### config.mk
export PLATFORM = sky130hd
export DESIGN_NAME = tagged_value_stream_decoder_core_flat
export DESIGN_NICKNAME = d
export VERILOG_FILES = /design/src/rtl/tvsd_pkg.sv /design/src/rtl/tvsd_in_if.sv /design/src/rtl/tvsd_out_if.sv /design/src/rtl/tvsd_parser.sv /design/src/rtl/tvsd_format.sv /design/src/rtl/tvsd_out_buf.sv /design/src/rtl/tagged_value_stream_decoder_core.sv /design/src/flat_wrapper.sv
export SDC_FILE = /design/constraint.sdc
export NUM_CORES = 1
export LEC_CHECK = 0
export ABC_CLOCK_PERIOD_IN_PS = 13980
export BUFFER_PORTS_ARGS = -buffer_cell sky130_fd_sc_hd__buf_4
export CORE_ASPECT_RATIO = 1.1
export CORE_MARGIN = 8
export CORE_UTILIZATION = 55
export DETAILED_ROUTE_END_ITERATION = 10
export PLACE_DENSITY = 0.81
export SYNTH_ARGS = -nofsm -noshare
export SYNTH_HDL_FRONTEND = slang
export SYNTH_SLANG_ARGS = --single-unit
### constraint.sdc
create_clock -name clk -period 13.98 [get_ports clk]
set_clock_uncertainty 0.2 [all_clocks]
set_input_delay 1.398 -clock clk [delete_from_list [all_inputs] [get_ports clk]]
set_output_delay 1.398 -clock clk [all_outputs]
set_load 0.02 [all_outputs]
### src/rtl/tvsd_pkg.sv
// Types and constants shared by the tagged value stream decoder.
// No dependencies; the parser, formatter, result buffer and top level refer to this package.
package tvsd_pkg;

    // Parser phase
    typedef enum logic [2:0] {
        PH_TAG       = 3'd0,
        PH_EXT_TAG   = 3'd1,
        PH_LEN_MARK  = 3'd2,
        PH_LEN_BYTES = 3'd3,
        PH_CONTENT   = 3'd4,
        PH_SKIP      = 3'd5
    } phase_t;

    // Outcome of one byte
    typedef enum logic [1:0] {
        RES_NONE  = 2'd0,
        RES_DONE  = 2'd1,
        RES_ERROR = 2'd2
    } step_res_t;

    // Application tag numbers
    localparam logic [3:0] TAG_NULL         = 4'd0;
    localparam logic [3:0] TAG_BOOLEAN      = 4'd1;
    localparam logic [3:0] TAG_UNSIGNED     = 4'd2;
    localparam logic [3:0] TAG_SIGNED       = 4'd3;
    localparam logic [3:0] TAG_REAL         = 4'd4;
    localparam logic [3:0] TAG_DOUBLE       = 4'd5;
    localparam logic [3:0] TAG_OCTET_STRING = 4'd6;
    localparam logic [3:0] TAG_CHAR_STRING  = 4'd7;
    localparam logic [3:0] TAG_BIT_STRING   = 4'd8;
    localparam logic [3:0] TAG_ENUMERATED   = 4'd9;
    localparam logic [3:0] TAG_DATE         = 4'd10;
    localparam logic [3:0] TAG_TIME         = 4'd11;
    localparam logic [3:0] TAG_OBJECT_ID    = 4'd12;
    localparam logic [3:0] TAG_EXTENDED     = 4'd15;

    // Tag octet layout and length encodings
    localparam int         CLASS_BIT      = 3;
    localparam logic [2:0] RAW_LEN_EXT    = 3'd5;
    localparam logic [7:0] LEN_MARK_16    = 8'd254;
    localparam logic [7:0] LEN_MARK_32    = 8'd255;
    localparam logic [2:0] EXT_BYTES_16   = 3'd2;
    localparam logic [2:0] EXT_BYTES_32   = 3'd4;

    localparam logic [7:0]  MAX_UNUSED_BITS = 8'd7;
    localparam logic [7:0]  YEAR_UNSPEC     = 8'd255;
    localparam logic [11:0] YEAR_BASE       = 12'd1900;
    localparam logic [21:0] INSTANCE_MASK   = 22'h3FFFFF;

    // Parser state at the point a result is due
    typedef struct packed {
        logic        err;
        logic [3:0]  tag;
        logic [2:0]  raw_len;
        logic [2:0]  hdr;
        logic [31:0] len;
        logic [31:0] acc;
        logic [7:0]  fcb;
    } raw_result_t;

    typedef struct packed {
        logic        status;
        logic [3:0]  value_type;
        logic [32:0] consumed_bytes;
        logic [31:0] word_value;
        logic [9:0]  object_type;
        logic [21:0] object_instance;
        logic [11:0] date_year;
        logic        year_unspecified;
        logic [2:0]  data_offset;
        logic [31:0] data_length;
        logic [7:0]  charset;
        logic [34:0] bit_count;
    } result_t;

    // Content length permitted for a tag
    function automatic logic length_ok(logic [3:0] tag, logic [31:0] len);
        logic ok;
        ok = 1'b1;
        case (tag)
            TAG_UNSIGNED, TAG_SIGNED, TAG_ENUMERATED:
                ok = (len >= 32'd1) && (len <= 32'd4);
            TAG_REAL, TAG_DATE, TAG_TIME, TAG_OBJECT_ID:
                ok = (len == 32'd4);
            TAG_CHAR_STRING, TAG_BIT_STRING:
                ok = (len != 32'd0);
            default:
                ok = 1'b1;
        endcase
        return ok;
    endfunction

endpackage

### src/rtl/tvsd_in_if.sv
// Byte stream channel of the tagged value decoder: valid/ready plus one byte and a last-byte flag.
// No dependencies.
interface tvsd_in_if;
    logic       valid;
    logic       ready;
    logic [7:0] data_byte;
    logic       last_byte;

    modport source (output valid, output data_byte, output last_byte, input ready);
    modport sink   (input valid, input data_byte, input last_byte, output ready);
endinterface

### src/rtl/tvsd_out_if.sv
// Result channel of the tagged value decoder: valid/ready plus decoded fields.
// No dependencies.
interface tvsd_out_if;
    logic        valid;
    logic        ready;
    logic        status;
    logic [3:0]  value_type;
    logic [32:0] consumed_bytes;
    logic [31:0] word_value;
    logic [9:0]  object_type;
    logic [21:0] object_instance;
    logic [11:0] date_year;
    logic        year_unspecified;
    logic [2:0]  data_offset;
    logic [31:0] data_length;
    logic [7:0]  charset;
    logic [34:0] bit_count;

    modport source (
        output valid, input ready,
        output status, output value_type, output consumed_bytes, output word_value,
        output object_type, output object_instance, output date_year,
        output year_unspecified, output data_offset, output data_length,
        output charset, output bit_count
    );
    modport sink (
        input valid, output ready,
        input status, input value_type, input consumed_bytes, input word_value,
        input object_type, input object_instance, input date_year,
        input year_unspecified, input data_offset, input data_length,
        input charset, input bit_count
    );
endinterface

### src/rtl/tvsd_parser.sv
// Per-byte tag/length/content parser of the tagged value decoder.
// Depends on tvsd_pkg.
module tvsd_parser #(
    parameter int LENGTH_BITS = 32
) (
    input  logic                  clk,
    input  logic                  rst_n,
    input  logic                  accept,
    input  logic [7:0]            data_byte,
    input  logic                  last_byte,
    output logic                  emit,
    output tvsd_pkg::raw_result_t raw_res
);

    tvsd_pkg::phase_t    phase_reg, phase_next, step_phase;
    tvsd_pkg::step_res_t step_res;

    logic [3:0]             tag_number_reg, tag_number_next;
    logic [2:0]             raw_length_bits_reg, raw_length_bits_next;
    logic [2:0]             header_count_reg, header_count_next;
    logic [2:0]             ext_bytes_left_reg, ext_bytes_left_next;
    logic [LENGTH_BITS-1:0] content_length_reg, content_length_next;
    logic [LENGTH_BITS-1:0] content_count_reg, content_count_next;
    logic [31:0]            accumulator_reg, accumulator_next;
    logic [7:0]             first_content_byte_reg, first_content_byte_next;

    logic                   tag_known;
    logic                   len_known;
    logic [31:0]            len_cand;
    logic [31:0]            acc_shift;
    logic [LENGTH_BITS:0]   count_inc;

    // Byte decode and data path
    always_comb
    begin
        tag_number_next         = tag_number_reg;
        raw_length_bits_next    = raw_length_bits_reg;
        header_count_next       = header_count_reg;
        ext_bytes_left_next     = ext_bytes_left_reg;
        content_length_next     = content_length_reg;
        content_count_next      = content_count_reg;
        accumulator_next        = accumulator_reg;
        first_content_byte_next = first_content_byte_reg;
        step_res   = tvsd_pkg::RES_NONE;
        step_phase = phase_reg;
        tag_known  = 1'b0;
        len_known  = 1'b0;
        len_cand   = 32'd0;
        acc_shift  = {accumulator_reg[23:0], data_byte};
        count_inc  = {1'b0, content_count_reg} + (LENGTH_BITS+1)'(1);

        case (phase_reg)
            tvsd_pkg::PH_TAG:
            begin
                tag_number_next         = data_byte[7:4];
                raw_length_bits_next    = data_byte[2:0];
                header_count_next       = 3'd1;
                ext_bytes_left_next     = 3'd0;
                content_length_next     = '0;
                content_count_next      = '0;
                accumulator_next        = 32'd0;
                first_content_byte_next = 8'd0;
                if (data_byte[tvsd_pkg::CLASS_BIT] || data_byte[2:0] > tvsd_pkg::RAW_LEN_EXT)
                    step_res = tvsd_pkg::RES_ERROR;
                else if (data_byte[7:4] == tvsd_pkg::TAG_EXTENDED)
                    step_phase = tvsd_pkg::PH_EXT_TAG;
                else
                    tag_known = 1'b1;
            end
            tvsd_pkg::PH_EXT_TAG:
            begin
                header_count_next = 3'd2;
                if (data_byte >= 8'(tvsd_pkg::TAG_EXTENDED))
                    step_res = tvsd_pkg::RES_ERROR;
                else
                begin
                    tag_number_next = data_byte[3:0];
                    tag_known       = 1'b1;
                end
            end
            tvsd_pkg::PH_LEN_MARK:
            begin
                header_count_next = header_count_reg + 3'd1;
                if (data_byte < tvsd_pkg::LEN_MARK_16)
                begin
                    len_known = 1'b1;
                    len_cand  = 32'(data_byte);
                end
                else
                begin
                    ext_bytes_left_next = (data_byte == tvsd_pkg::LEN_MARK_16)
                                          ? tvsd_pkg::EXT_BYTES_16 : tvsd_pkg::EXT_BYTES_32;
                    accumulator_next    = 32'd0;
                    step_phase          = tvsd_pkg::PH_LEN_BYTES;
                end
            end
            tvsd_pkg::PH_LEN_BYTES:
            begin
                header_count_next = header_count_reg + 3'd1;
                accumulator_next  = acc_shift;
                if (ext_bytes_left_reg != 3'd0)
                    ext_bytes_left_next = ext_bytes_left_reg - 3'd1;
                if (ext_bytes_left_reg <= 3'd1)
                begin
                    len_known = 1'b1;
                    len_cand  = acc_shift;
                end
            end
            tvsd_pkg::PH_CONTENT:
            begin
                if (content_count_reg == '0)
                    first_content_byte_next = data_byte;
                // unused-bits octet of a bit string is checked before it is counted
                if (content_count_reg == '0 && tag_number_reg == tvsd_pkg::TAG_BIT_STRING &&
                    (data_byte > tvsd_pkg::MAX_UNUSED_BITS ||
                     (content_length_reg == LENGTH_BITS'(1) && data_byte != 8'd0)))
                    step_res = tvsd_pkg::RES_ERROR;
                else
                begin
                    accumulator_next   = acc_shift;
                    content_count_next = count_inc[LENGTH_BITS-1:0];
                    if (count_inc >= {1'b0, content_length_reg})
                        step_res = tvsd_pkg::RES_DONE;
                end
            end
            default:
            begin
            end
        endcase

        if (tag_known)
        begin
            if (tag_number_next == tvsd_pkg::TAG_DOUBLE ||
                tag_number_next > tvsd_pkg::TAG_OBJECT_ID)
                step_res = tvsd_pkg::RES_ERROR;
            else if (tag_number_next == tvsd_pkg::TAG_NULL)
                step_res = (raw_length_bits_next != 3'd0) ? tvsd_pkg::RES_ERROR
                                                          : tvsd_pkg::RES_DONE;
            else if (tag_number_next == tvsd_pkg::TAG_BOOLEAN)
                step_res = (raw_length_bits_next > 3'd1) ? tvsd_pkg::RES_ERROR
                                                         : tvsd_pkg::RES_DONE;
            else if (raw_length_bits_next < tvsd_pkg::RAW_LEN_EXT)
            begin
                len_known = 1'b1;
                len_cand  = 32'(raw_length_bits_next);
            end
            else
                step_phase = tvsd_pkg::PH_LEN_MARK;
        end

        if (len_known)
        begin
            if ((len_cand >> LENGTH_BITS) != 32'd0 ||
                !tvsd_pkg::length_ok(tag_number_next, len_cand))
                step_res = tvsd_pkg::RES_ERROR;
            else
            begin
                accumulator_next    = 32'd0;
                content_count_next  = '0;
                content_length_next = len_cand[LENGTH_BITS-1:0];
                if (len_cand == 32'd0)
                    step_res = tvsd_pkg::RES_DONE;
                else
                    step_phase = tvsd_pkg::PH_CONTENT;
            end
        end
    end

    // Next phase
    always_comb
    begin
        phase_next = phase_reg;
        if (accept)
        begin
            if (last_byte)
                phase_next = tvsd_pkg::PH_TAG;
            else if (step_res == tvsd_pkg::RES_NONE)
                phase_next = step_phase;
            else
                phase_next = tvsd_pkg::PH_SKIP;
        end
    end

    // Result: value finished, error found, or buffer ended mid-value
    assign emit = accept && (step_res != tvsd_pkg::RES_NONE ||
                             (last_byte && phase_reg != tvsd_pkg::PH_SKIP));

    always_comb
    begin
        raw_res.err     = (step_res != tvsd_pkg::RES_DONE);
        raw_res.tag     = tag_number_next;
        raw_res.raw_len = raw_length_bits_next;
        raw_res.hdr     = header_count_next;
        raw_res.len     = 32'(content_length_next);
        raw_res.acc     = accumulator_next;
        raw_res.fcb     = first_content_byte_next;
    end

    always_ff @(posedge clk or negedge rst_n)
    begin
        if (!rst_n)
        begin
            phase_reg              <= tvsd_pkg::PH_TAG;
            tag_number_reg         <= 4'd0;
            raw_length_bits_reg    <= 3'd0;
            header_count_reg       <= 3'd0;
            ext_bytes_left_reg     <= 3'd0;
            content_length_reg     <= '0;
            content_count_reg      <= '0;
            accumulator_reg        <= 32'd0;
            first_content_byte_reg <= 8'd0;
        end
        else if (accept)
        begin
            phase_reg              <= phase_next;
            tag_number_reg         <= tag_number_next;
            raw_length_bits_reg    <= raw_length_bits_next;
            header_count_reg       <= header_count_next;
            ext_bytes_left_reg     <= ext_bytes_left_next;
            content_length_reg     <= content_length_next;
            content_count_reg      <= content_count_next;
            accumulator_reg        <= accumulator_next;
            first_content_byte_reg <= first_content_byte_next;
        end
    end

`ifndef SYNTHESIS
    a_last_restarts: assert property (@(posedge clk) disable iff (!rst_n)
        accept && last_byte |=> phase_reg == tvsd_pkg::PH_TAG)
        else $error("phase not back to tag after last word");

    a_content_bound: assert property (@(posedge clk) disable iff (!rst_n)
        phase_reg == tvsd_pkg::PH_CONTENT |-> content_count_reg < content_length_reg)
        else $error("content count reached length without completing");

    a_ext_pending: assert property (@(posedge clk) disable iff (!rst_n)
        phase_reg == tvsd_pkg::PH_LEN_BYTES |-> ext_bytes_left_reg != 3'd0)
        else $error("extended length phase with no octets left");
`endif

endmodule

### src/rtl/tvsd_format.sv
// Maps parser state at a finished value onto the result fields.
// Depends on tvsd_pkg.
module tvsd_format (
    input  tvsd_pkg::raw_result_t raw_res,
    output tvsd_pkg::result_t     res
);

    logic [31:0] sign_mask;
    logic [31:0] len_less1;

    assign len_less1 = raw_res.len - 32'd1;

    // sign extension of a short signed value
    always_comb
    begin
        sign_mask = 32'd0;
        if (raw_res.fcb[7] && raw_res.len < 32'd4)
        begin
            case (raw_res.len[1:0])
                2'd1:    sign_mask = 32'hFFFF_FF00;
                2'd2:    sign_mask = 32'hFFFF_0000;
                2'd3:    sign_mask = 32'hFF00_0000;
                default: sign_mask = 32'd0;
            endcase
        end
    end

    always_comb
    begin
        res = '0;
        if (raw_res.err)
            res.status = 1'b1;
        else
        begin
            res.value_type     = raw_res.tag;
            res.consumed_bytes = 33'(raw_res.hdr) + 33'(raw_res.len);
            case (raw_res.tag)
                tvsd_pkg::TAG_BOOLEAN:
                    res.word_value = 32'(raw_res.raw_len);
                tvsd_pkg::TAG_UNSIGNED, tvsd_pkg::TAG_ENUMERATED,
                tvsd_pkg::TAG_REAL, tvsd_pkg::TAG_TIME:
                    res.word_value = raw_res.acc;
                tvsd_pkg::TAG_SIGNED:
                    res.word_value = raw_res.acc | sign_mask;
                tvsd_pkg::TAG_DATE:
                begin
                    res.word_value = raw_res.acc;
                    if (raw_res.fcb == tvsd_pkg::YEAR_UNSPEC)
                        res.year_unspecified = 1'b1;
                    else
                        res.date_year = tvsd_pkg::YEAR_BASE + 12'(raw_res.fcb);
                end
                tvsd_pkg::TAG_OBJECT_ID:
                begin
                    res.word_value      = raw_res.acc;
                    res.object_type     = raw_res.acc[31:22];
                    res.object_instance = raw_res.acc[21:0] & tvsd_pkg::INSTANCE_MASK;
                end
                tvsd_pkg::TAG_OCTET_STRING:
                begin
                    res.data_offset = raw_res.hdr;
                    res.data_length = raw_res.len;
                end
                tvsd_pkg::TAG_CHAR_STRING:
                begin
                    // wraps to 0 behind a seven-octet header
                    res.data_offset = raw_res.hdr + 3'd1;
                    res.data_length = len_less1;
                    res.charset     = raw_res.fcb;
                end
                tvsd_pkg::TAG_BIT_STRING:
                begin
                    res.data_offset = raw_res.hdr + 3'd1;
                    res.data_length = len_less1;
                    res.bit_count   = {len_less1, 3'b000} - 35'(raw_res.fcb);
                end
                default:
                begin
                end
            endcase
        end
    end

endmodule

### src/rtl/tvsd_out_buf.sv
// Two-entry result buffer: output register plus skid entry.
// Depends on tvsd_pkg and tvsd_out_if.
module tvsd_out_buf (
    input  logic              clk,
    input  logic              rst_n,
    input  logic              push,
    input  tvsd_pkg::result_t push_data,
    output logic              push_ready,
    tvsd_out_if.source        result
);

    tvsd_pkg::result_t head_reg, head_next;
    tvsd_pkg::result_t skid_reg, skid_next;
    logic              head_valid_reg, head_valid_next;
    logic              skid_valid_reg, skid_valid_next;
    logic              pop;

    assign pop        = head_valid_reg && result.ready;
    assign push_ready = !skid_valid_reg;

    always_comb
    begin
        head_next       = head_reg;
        skid_next       = skid_reg;
        head_valid_next = head_valid_reg;
        skid_valid_next = skid_valid_reg;
        if (pop)
        begin
            if (skid_valid_reg)
            begin
                head_next       = skid_reg;
                skid_valid_next = 1'b0;
            end
            else if (push)
                head_next = push_data;
            else
                head_valid_next = 1'b0;
        end
        else if (push)
        begin
            if (!head_valid_reg)
            begin
                head_next       = push_data;
                head_valid_next = 1'b1;
            end
            else
            begin
                skid_next       = push_data;
                skid_valid_next = 1'b1;
            end
        end
    end

    always_ff @(posedge clk or negedge rst_n)
    begin
        if (!rst_n)
        begin
            head_valid_reg <= 1'b0;
            skid_valid_reg <= 1'b0;
        end
        else
        begin
            head_valid_reg <= head_valid_next;
            skid_valid_reg <= skid_valid_next;
        end
    end

    always_ff @(posedge clk)
    begin
        head_reg <= head_next;
        skid_reg <= skid_next;
    end

    assign result.valid            = head_valid_reg;
    assign result.status           = head_reg.status;
    assign result.value_type       = head_reg.value_type;
    assign result.consumed_bytes   = head_reg.consumed_bytes;
    assign result.word_value       = head_reg.word_value;
    assign result.object_type      = head_reg.object_type;
    assign result.object_instance  = head_reg.object_instance;
    assign result.date_year        = head_reg.date_year;
    assign result.year_unspecified = head_reg.year_unspecified;
    assign result.data_offset      = head_reg.data_offset;
    assign result.data_length      = head_reg.data_length;
    assign result.charset          = head_reg.charset;
    assign result.bit_count        = head_reg.bit_count;

`ifndef SYNTHESIS
    a_skid_behind_head: assert property (@(posedge clk) disable iff (!rst_n)
        skid_valid_reg |-> head_valid_reg)
        else $error("skid entry held with empty output register");

    a_no_overflow: assert property (@(posedge clk) disable iff (!rst_n)
        push |-> !skid_valid_reg)
        else $error("word pushed into full result buffer");

    a_push_lands: assert property (@(posedge clk) disable iff (!rst_n)
        push |=> head_valid_reg)
        else $error("pushed result not visible at output");
`endif

endmodule

### src/rtl/tagged_value_stream_decoder_core.sv
// Tagged value stream decoder, top level. One byte per cycle is accepted.
// Output: the result of the byte that ends a value is registered in the result buffer.
// Throughput: one byte every cycle; ready falls only when both entries of the
// two-entry result buffer are full.
// Reset (rst_n, async, active low): parser returns to awaiting a tag octet with
// cleared counters, and the result buffer empties. Depends on tvsd_pkg, interfaces.
module tagged_value_stream_decoder_core #(
    parameter int LENGTH_BITS = 32
) (
    input  logic       clk,
    input  logic       rst_n,
    tvsd_in_if.sink    stream,
    tvsd_out_if.source result
);

    logic                  accept;
    logic                  emit;
    logic                  push_ready;
    tvsd_pkg::raw_result_t raw_res;
    tvsd_pkg::result_t     res;

    assign stream.ready = push_ready;
    assign accept       = stream.valid && push_ready;

    tvsd_parser #(
        .LENGTH_BITS (LENGTH_BITS)
    ) u_parser (
        .clk       (clk),
        .rst_n     (rst_n),
        .accept    (accept),
        .data_byte (stream.data_byte),
        .last_byte (stream.last_byte),
        .emit      (emit),
        .raw_res   (raw_res)
    );

    tvsd_format u_format (
        .raw_res (raw_res),
        .res     (res)
    );

    tvsd_out_buf u_out_buf (
        .clk        (clk),
        .rst_n      (rst_n),
        .push       (emit),
        .push_data  (res),
        .push_ready (push_ready),
        .result     (result)
    );

endmodule

### src/flat_wrapper.sv
// flat-port wrapper written by rule: the top's interface ports become plain ports
module tagged_value_stream_decoder_core_flat 
#(
    parameter int LENGTH_BITS = 32
)
  (clk, rst_n, stream_valid, stream_data_byte, stream_last_byte, stream_ready, result_valid, result_ready, result_status, result_value_type, result_consumed_bytes, result_word_value, result_object_type, result_object_instance, result_date_year, result_year_unspecified, result_data_offset, result_data_length, result_charset, result_bit_count);
  tvsd_in_if stream_i ();
  tvsd_out_if result_i ();
  input  logic clk;
  input  logic rst_n;
  input wire logic [$bits(stream_i.valid)-1:0] stream_valid;
  input wire logic [$bits(stream_i.data_byte)-1:0] stream_data_byte;
  input wire logic [$bits(stream_i.last_byte)-1:0] stream_last_byte;
  output wire logic [$bits(stream_i.ready)-1:0] stream_ready;
  output wire logic [$bits(result_i.valid)-1:0] result_valid;
  input wire logic [$bits(result_i.ready)-1:0] result_ready;
  output wire logic [$bits(result_i.status)-1:0] result_status;
  output wire logic [$bits(result_i.value_type)-1:0] result_value_type;
  output wire logic [$bits(result_i.consumed_bytes)-1:0] result_consumed_bytes;
  output wire logic [$bits(result_i.word_value)-1:0] result_word_value;
  output wire logic [$bits(result_i.object_type)-1:0] result_object_type;
  output wire logic [$bits(result_i.object_instance)-1:0] result_object_instance;
  output wire logic [$bits(result_i.date_year)-1:0] result_date_year;
  output wire logic [$bits(result_i.year_unspecified)-1:0] result_year_unspecified;
  output wire logic [$bits(result_i.data_offset)-1:0] result_data_offset;
  output wire logic [$bits(result_i.data_length)-1:0] result_data_length;
  output wire logic [$bits(result_i.charset)-1:0] result_charset;
  output wire logic [$bits(result_i.bit_count)-1:0] result_bit_count;
  assign stream_i.valid = stream_valid;
  assign stream_i.data_byte = stream_data_byte;
  assign stream_i.last_byte = stream_last_byte;
  assign stream_ready = stream_i.ready;
  assign result_valid = result_i.valid;
  assign result_i.ready = result_ready;
  assign result_status = result_i.status;
  assign result_value_type = result_i.value_type;
  assign result_consumed_bytes = result_i.consumed_bytes;
  assign result_word_value = result_i.word_value;
  assign result_object_type = result_i.object_type;
  assign result_object_instance = result_i.object_instance;
  assign result_date_year = result_i.date_year;
  assign result_year_unspecified = result_i.year_unspecified;
  assign result_data_offset = result_i.data_offset;
  assign result_data_length = result_i.data_length;
  assign result_charset = result_i.charset;
  assign result_bit_count = result_i.bit_count;
  tagged_value_stream_decoder_core #(.LENGTH_BITS(LENGTH_BITS)) u_core (.clk(clk), .rst_n(rst_n), .stream(stream_i), .result(result_i));
endmodule
Yosys cells after proc, flatten, opt, wreduce, memory -nomap -nowiden
Index checks and enable logic that the tools add are counted.
Word-level totals
  flip-flop bits (word level): 508
  latch bits: 0
  memory bits (writable): 0
  ROM bits: 0
  bits of input ports: 13
  logic and storage cells: 223
  memories: 0
Operators by class
  $add $sub $neg: 8
  multipliers: 0
  divide/modulo/power cells: 0
  order comparisons: 12
  eq/ne operators: 32
  shift-type cells: 0
  muxes and demuxes: 96
  bitwise gates (word level): 2
  reductions and logical operators: 38
Operators by type and width (number)
  $mux 193: 5
  $mux 32: 18
  $mux 192: 1
  $pmux 32 s3: 2
  $pmux 32 s2: 2
  $pmux 32 s4: 1
  $pmux 35 s2: 1
  $logic_not 32->1: 2
  $mux 3: 17
  $mux 35: 1
  $sub 35x8->35: 1
  $add 3x32->33: 1
  $add 32x1->33 const B: 1
  $ge 33x32->1: 1
  $eq 32x1->1 const B: 1
  $eq 32x3->1 const B: 1
  $ge 32x1->1 const B: 1
  $le 32x3->1 const B: 1
  $lt 32x3->1 const B: 1
  $or 32x32->32: 1
  $reduce_bool 32->1: 1
  $sub 32x1->32 const B: 1
  $eq 4x4->1 const B: 7
  $mux 2: 12
  other kinds (52): 107

Depth between registers and ports, before layout
  depth after elaboration: 23
  depth in mapped cells: 29
  gate-level depth less buffers: 25

Modules after synthesis
From an unflattened synthesis, not the netlist that was laid out.
Unflattened totals
  cell total of the unflattened synthesis: 2288
  area, all modules: 26943.3 µm²
By module, submodules not included
  tvsd_out_buf: times used 1, cells an instance 612, area an instance 14351.3 µm², seq. area each 11641.2 µm²
  tvsd_parser: times used 1, cells an instance 947, area an instance 8326.7 µm², seq. area each 3002.9 µm²
  tvsd_format: times used 1, cells an instance 728, area an instance 4259.1 µm², seq. area each 0.0 µm²
  tagged_value_stream_decoder_core: times used 1, cells an instance 1, area an instance 6.3 µm², seq. area each 0.0 µm²

Least setup slack after synthesis
Ideal clock, no wire load.
  kind: register -> register
  start point: register u_core.u_parser.content_count_reg[3]
  end point: register u_core.u_out_buf.head_reg (netlist bit u_core.u_out_buf.result.bit_count[0]), enable pin
  setup time: 0.811 ns
  arrival time: 13.844 ns
  data required time: 12.969 ns
  path slack: -0.875 ns
  stages on the path, launching flop included: 25
  buffers on the path: 2
  clock period less this slack: 14.855 ns
  cells stage by stage: dfrtp_1 > clkbuf_1 > nand2_1 > nor2_1 > and3_1 > and3_1 > and3_1 > nand3_1 > nor2_1 > and3_1 > clkbuf_1 > and3_1 > nand3_1 > nor2_1 > nand3_1 > xnor2_1 > ha_1 > nand2_1 > nor2_1 > a2111oi_0 > o311ai_0 > nor2_1 > a21oi_1 > nor2_1 > a21oi_1
On the way
  cells in the longest elaborated chain, start to end: 17
Ends and longest elaborated chain
  from (decl): RTL line tvsd_parser.sv:23  | logic [LENGTH_BITS-1:0] content_count_reg, content_count_next;
  from (signal assigned): RTL line tvsd_parser.sv:221  | content_count_reg <= content_count_next;
  $add 32x1->33 or $logic_not 32->1 (tied branches): RTL line tvsd_parser.sv:50, tvsd_parser.sv:114
  $ge 33x32->1 or $logic_and 1x1->1 (tied branches): RTL line tvsd_parser.sv:122, tvsd_parser.sv:114
  $mux 1 or $logic_and 1x1->1 (tied branches): RTL line tvsd_parser.sv:122, tvsd_parser.sv:114
  $mux 2 *: RTL line tvsd_parser.sv:114  | if (content_count_reg == '0 && tag_number_reg == tvsd_pkg::TAG_BIT_STRING &&
  $pmux 2 s3 *: RTL line tvsd_parser.sv:52  | case (phase_reg)
  $mux 2: RTL line tvsd_parser.sv:139  | else if (tag_number_next == tvsd_pkg::TAG_BOOLEAN)
  $mux 2: RTL line tvsd_parser.sv:136  | else if (tag_number_next == tvsd_pkg::TAG_NULL)
  $mux 2: RTL line tvsd_parser.sv:133  | if (tag_number_next == tvsd_pkg::TAG_DOUBLE ||
  $mux 2 *: RTL line tvsd_parser.sv:131  | if (tag_known)
  $mux 2: RTL line tvsd_parser.sv:161  | if (len_cand == 32'd0)
  $mux 2: RTL line tvsd_parser.sv:153  | if ((len_cand >> LENGTH_BITS) != 32'd0 ||
  $mux 2 *: RTL line tvsd_parser.sv:151  | if (len_known)
  $reduce_bool 2->1 *: RTL line tvsd_parser.sv:185  | assign emit = accept && (step_res != tvsd_pkg::RES_NONE ||
  $logic_or 1x1->1 *: RTL line tvsd_parser.sv:185
  $logic_and 1x1->1 *: RTL line tvsd_parser.sv:185
  $reduce_bool 2->1 (no source line)
  $reduce_and 3->1 (no source line) *
  to (signal assigned): RTL line tvsd_out_buf.sv:70  | head_reg <= head_next;
  to (decl): RTL line tvsd_out_buf.sv:12  | tvsd_pkg::result_t head_reg, head_next;
Every way passes the cells marked *; elsewhere a longest branch is shown, timed or not.
A chain may end at the register's enable or synchronous reset.

==> reports/metrics.cfg <==
[setup_path]
crit_buf_inv = 2
critPathMaxFanout = 38
max_stage_delay_ns = 0.72
crit_family = compound AO/OA/AOI/OAI gates
critPathKind = input pin to flop
critPathLaunchType = input pin
cp-end-kind = flop
cp.required_ns = 14.10
critPathSlowestCell = o211ai_2
worstPathCellList = buf_4 > nor4_4 > and3_1 > a221o_1 > mux2i_1 > a211oi_2 > a2bb2oi_1 > o211ai_2 > a21oi_2 > buf_4 > a21boi_0 > ha_1 > xnor2_1 > ha_1 > o21ai_0 > nor2b_1 > nor2b_1 > o21a_1 > nor3_1 > nand4_2 > nor4_1 > xor2_1 > o21ai_1
worstPathArrival_ns = 8.97

[floorplanning]
die_area_sq_mm = 0.0562
core_area_sq_mm = 0.0486
row_count = 85
die_x_um = 227
dieHeight_um = 248
io_pins = 208
start_util_pct = 55.3

[yosys]
yosys_warnings = 0
dominantRegCellSynth = edfxtp_1
synth_top_area_share_pct = 43.1
syn_area_per_cell_sq_um = 10.3
synthTopCellsByCount = edfxtp_1, nand2_1, nor2_1
syn-num-nets = 2671
synth_edf_count = 386
synth.area.top_cells = edfxtp_1, dfrtp_1, nand2_1, nor2_1, o21ai_0
yosys.area.top_type = edfxtp_1
synthesis.area_sq_mm = 0.0269
synth_seq_cells = 508
synth-async-reset-ratio_pct = 24.0
syn-instance-count = 2604
yosysMostFrequentCell = edfxtp_1
ys_seq_area_share_pct = 54.4
synth.distinct_cells = 98

[placed_design]
port_buffers = 207
post-place-ws_ns = 4.62
gp_congestion = 0.969
post-dp-hpwl_um = 58400

[detailed_routing]
met2_length_um = 39500
ant_nets = 0
routed_wl_um = 81700
vias_per_cell = 6.26
vias = 21457
wl_met1_um = 33700
drt-pass1-iter-count = 6
met3_length_um = 5470
drc = 0
routedWlPerCell_um = 23.8
maxUsedRoutingLayer = met4
drtIter0Drc = 2703

[global_routing]
grt_max_degree = 162
track_usage_pct = 28.5
grt_pass1_vias = 20488
grt_pass1_wl_um = 123000
grt_antenna_before_repair = 0
grt-ovfl-total = 0

[clock_tree]
path_clk_slew_ns = 0.06
root_buffer = clkbuf_16
cts_setup_buffers = 0
clock_latency_ns = 0.62
clk_path_buf_depth = 3
cts.sinks = 508
cts_buffers = 51
cts_resized = 0
htreeDepth = 2
cts_tree = yes
holdBufCountCts = 0

[sta]
max_freq_ghz = 0.113
tightest_slew_ns = 1.08
slew_viol_final = 0
hold_violations = 0
final-setup-viol-count = 0
layout_setup_ws_ns = 5.13
rsz0062_at_grt = false
fin_setup_tns_ns = 0
fin_crit_ns = 8.85
slew_headroom_pct = 27.6
finalCritPeriodShare_pct = 63.3

[final_layout]
largest_reg_flops = 193
area_growth_syn_to_layout_pct = 14.1
antenna_cells = 0
nFillCells = 3819
seq_area_sq_mm = 0.0146
nets = 2798
drive_gt1_share_pct = 16.6
multiInputGateArea_sq_mm = 0.0113

[power]
leakage_nw = 11.5
power_mw = 7.34
p_per_area_mw_per_mm2 = 239
ir_worst_vdd_uv = 208

[hold_path]
hp-class = flop to flop

[status]
outcome = complete, no violations

[run]
cap_violations = 0

==> worst register-to-register path: cells and delay by family (launching register included) <==
kind | cells | cell delay [ns]
XOR/XNOR | 1 | 0.24
flip-flops | 1 | 0.55
multiplexers | 1 | 0.64
buffers and inverters | 2 | 0.63
AND/OR/NAND/NOR | 9 | 3.62
AO/OA/AOI/OAI | 8 | 1.96
adder cells (fa/ha/maj) | 2 | 0.60
==> cells in the final DEF, fill, tap and decap left out, types with 8 or more instances in the layout <==
| cell type | instances |
|---|---|
| edfxtp_1 | 386 |
| nand2_1 | 380 |
| nor2_1 | 261 |
| buf_4 | 250 |
| o21ai_0 | 171 |
| dfrtp_1 | 122 |
| o31ai_1 | 107 |
| a21oi_1 | 86 |
| a22oi_1 | 81 |
| xnor2_1 | 77 |
| inv_1 | 65 |
| nand3_1 | 58 |
| ha_1 | 53 |
| clkbuf_16 | 51 |
| mux2_2 | 49 |
| nor3_1 | 48 |
| a22o_1 | 45 |
| xor2_1 | 37 |
| nand2b_1 | 37 |
| nor4_1 | 33 |
| or2_2 | 28 |
| a21o_1 | 25 |
| nand4_1 | 22 |
| and3_1 | 19 |
| and2_1 | 15 |
| o21ai_1 | 13 |
| clkinv_1 | 13 |
| or3_1 | 11 |
| o211ai_1 | 11 |
| nor2b_1 | 10 |
| a31oi_1 | 9 |
| clkbuf_1 | 9 |
| or4_1 | 8 |
| o21a_1 | 8 |
==> metal layers <==
| metal | vias to the layer above | track usage [%] |
|---|---|---|
| met3 | 168 | 3.90 |
| met4 | 0 | 9.98 |
| met2 | 978 | 47.2 |
| li1 | 9786 | - |
| met5 | - | 0 |
| met1 | 10525 | 38.2 |
==> through the flow <==
stage / instance area (sq um) / util [%] / std cells / hold slack [ns]
final: 30700 / 63.1 / 3426 / 0.288
after global routing: 30700 / 63.1 / 3426 / 0.324
after CTS: 30700 / 63.1 / 3426 / 0.285
after detailed placement: 29000 / 59.6 / 3330 / 0.272
after global placement: 29000 / 59.6 / 3330 / 0.262
after floorplan: 26900 / - / 2604 / 0.250
==> worst paths after layout <==
kind	from	to	slack [ns]	cells past startpoint
min in group asynchronous	rst_n	u_core.u_parser.accumulator_reg[26]	0.68	1
max reg2reg	u_core.u_parser.phase_reg[2]	u_core.u_out_buf.result.bit_count[32]	5.27	23
max	stream_data_byte[7]	u_core.u_out_buf.result.bit_count[32]	5.13	23
max in group asynchronous	rst_n	u_core.u_out_buf.result.valid	11.51	2
min	u_core.u_parser.accumulator_reg[29]	u_core.u_parser.accumulator_reg[29]	0.29	2
min reg2reg	u_core.u_parser.accumulator_reg[29]	u_core.u_parser.accumulator_reg[29]	0.29	2
==> kinds of logic (layout without fill, tap and decap cells) <==
group | Yosys count | after routing | synth area share, %
simple gates | 981 | 981 | 16.9
xor+xnor | 114 | 114 | 3.71
mux | 57 | 57 | 2.36
buf+inv | 244 | 414 | 3.65
flops | 508 | 508 | 54.4
fa+ha+maj | 54 | 54 | 2.54
compound gates | 646 | 646 | 16.4
==> power by group <==
| part | internal [mW] | switching [mW] | total (mW) | leakage [nW] |
|---|---|---|---|---|
| sequential | 2.13 | 0.252 | 2.38 | 5.34 |
| combinational | 1.12 | 2.43 | 3.55 | 5.31 |
| clock | 0.807 | 0.606 | 1.41 | 0.822 |
| total | 4.06 | 3.29 | 7.34 | 11.5 |
==> area by class of cell <==
type,count,share of cell area (%)
flip-flops and latches,508,47.7
well taps,652,2.66
clock inverters,36,1.33
inverters,66,0.807
multi-input cells,1852,37.0
repair buffers,252,6.25
clock buffers,60,4.27
(Power assumes the default switching activity.)
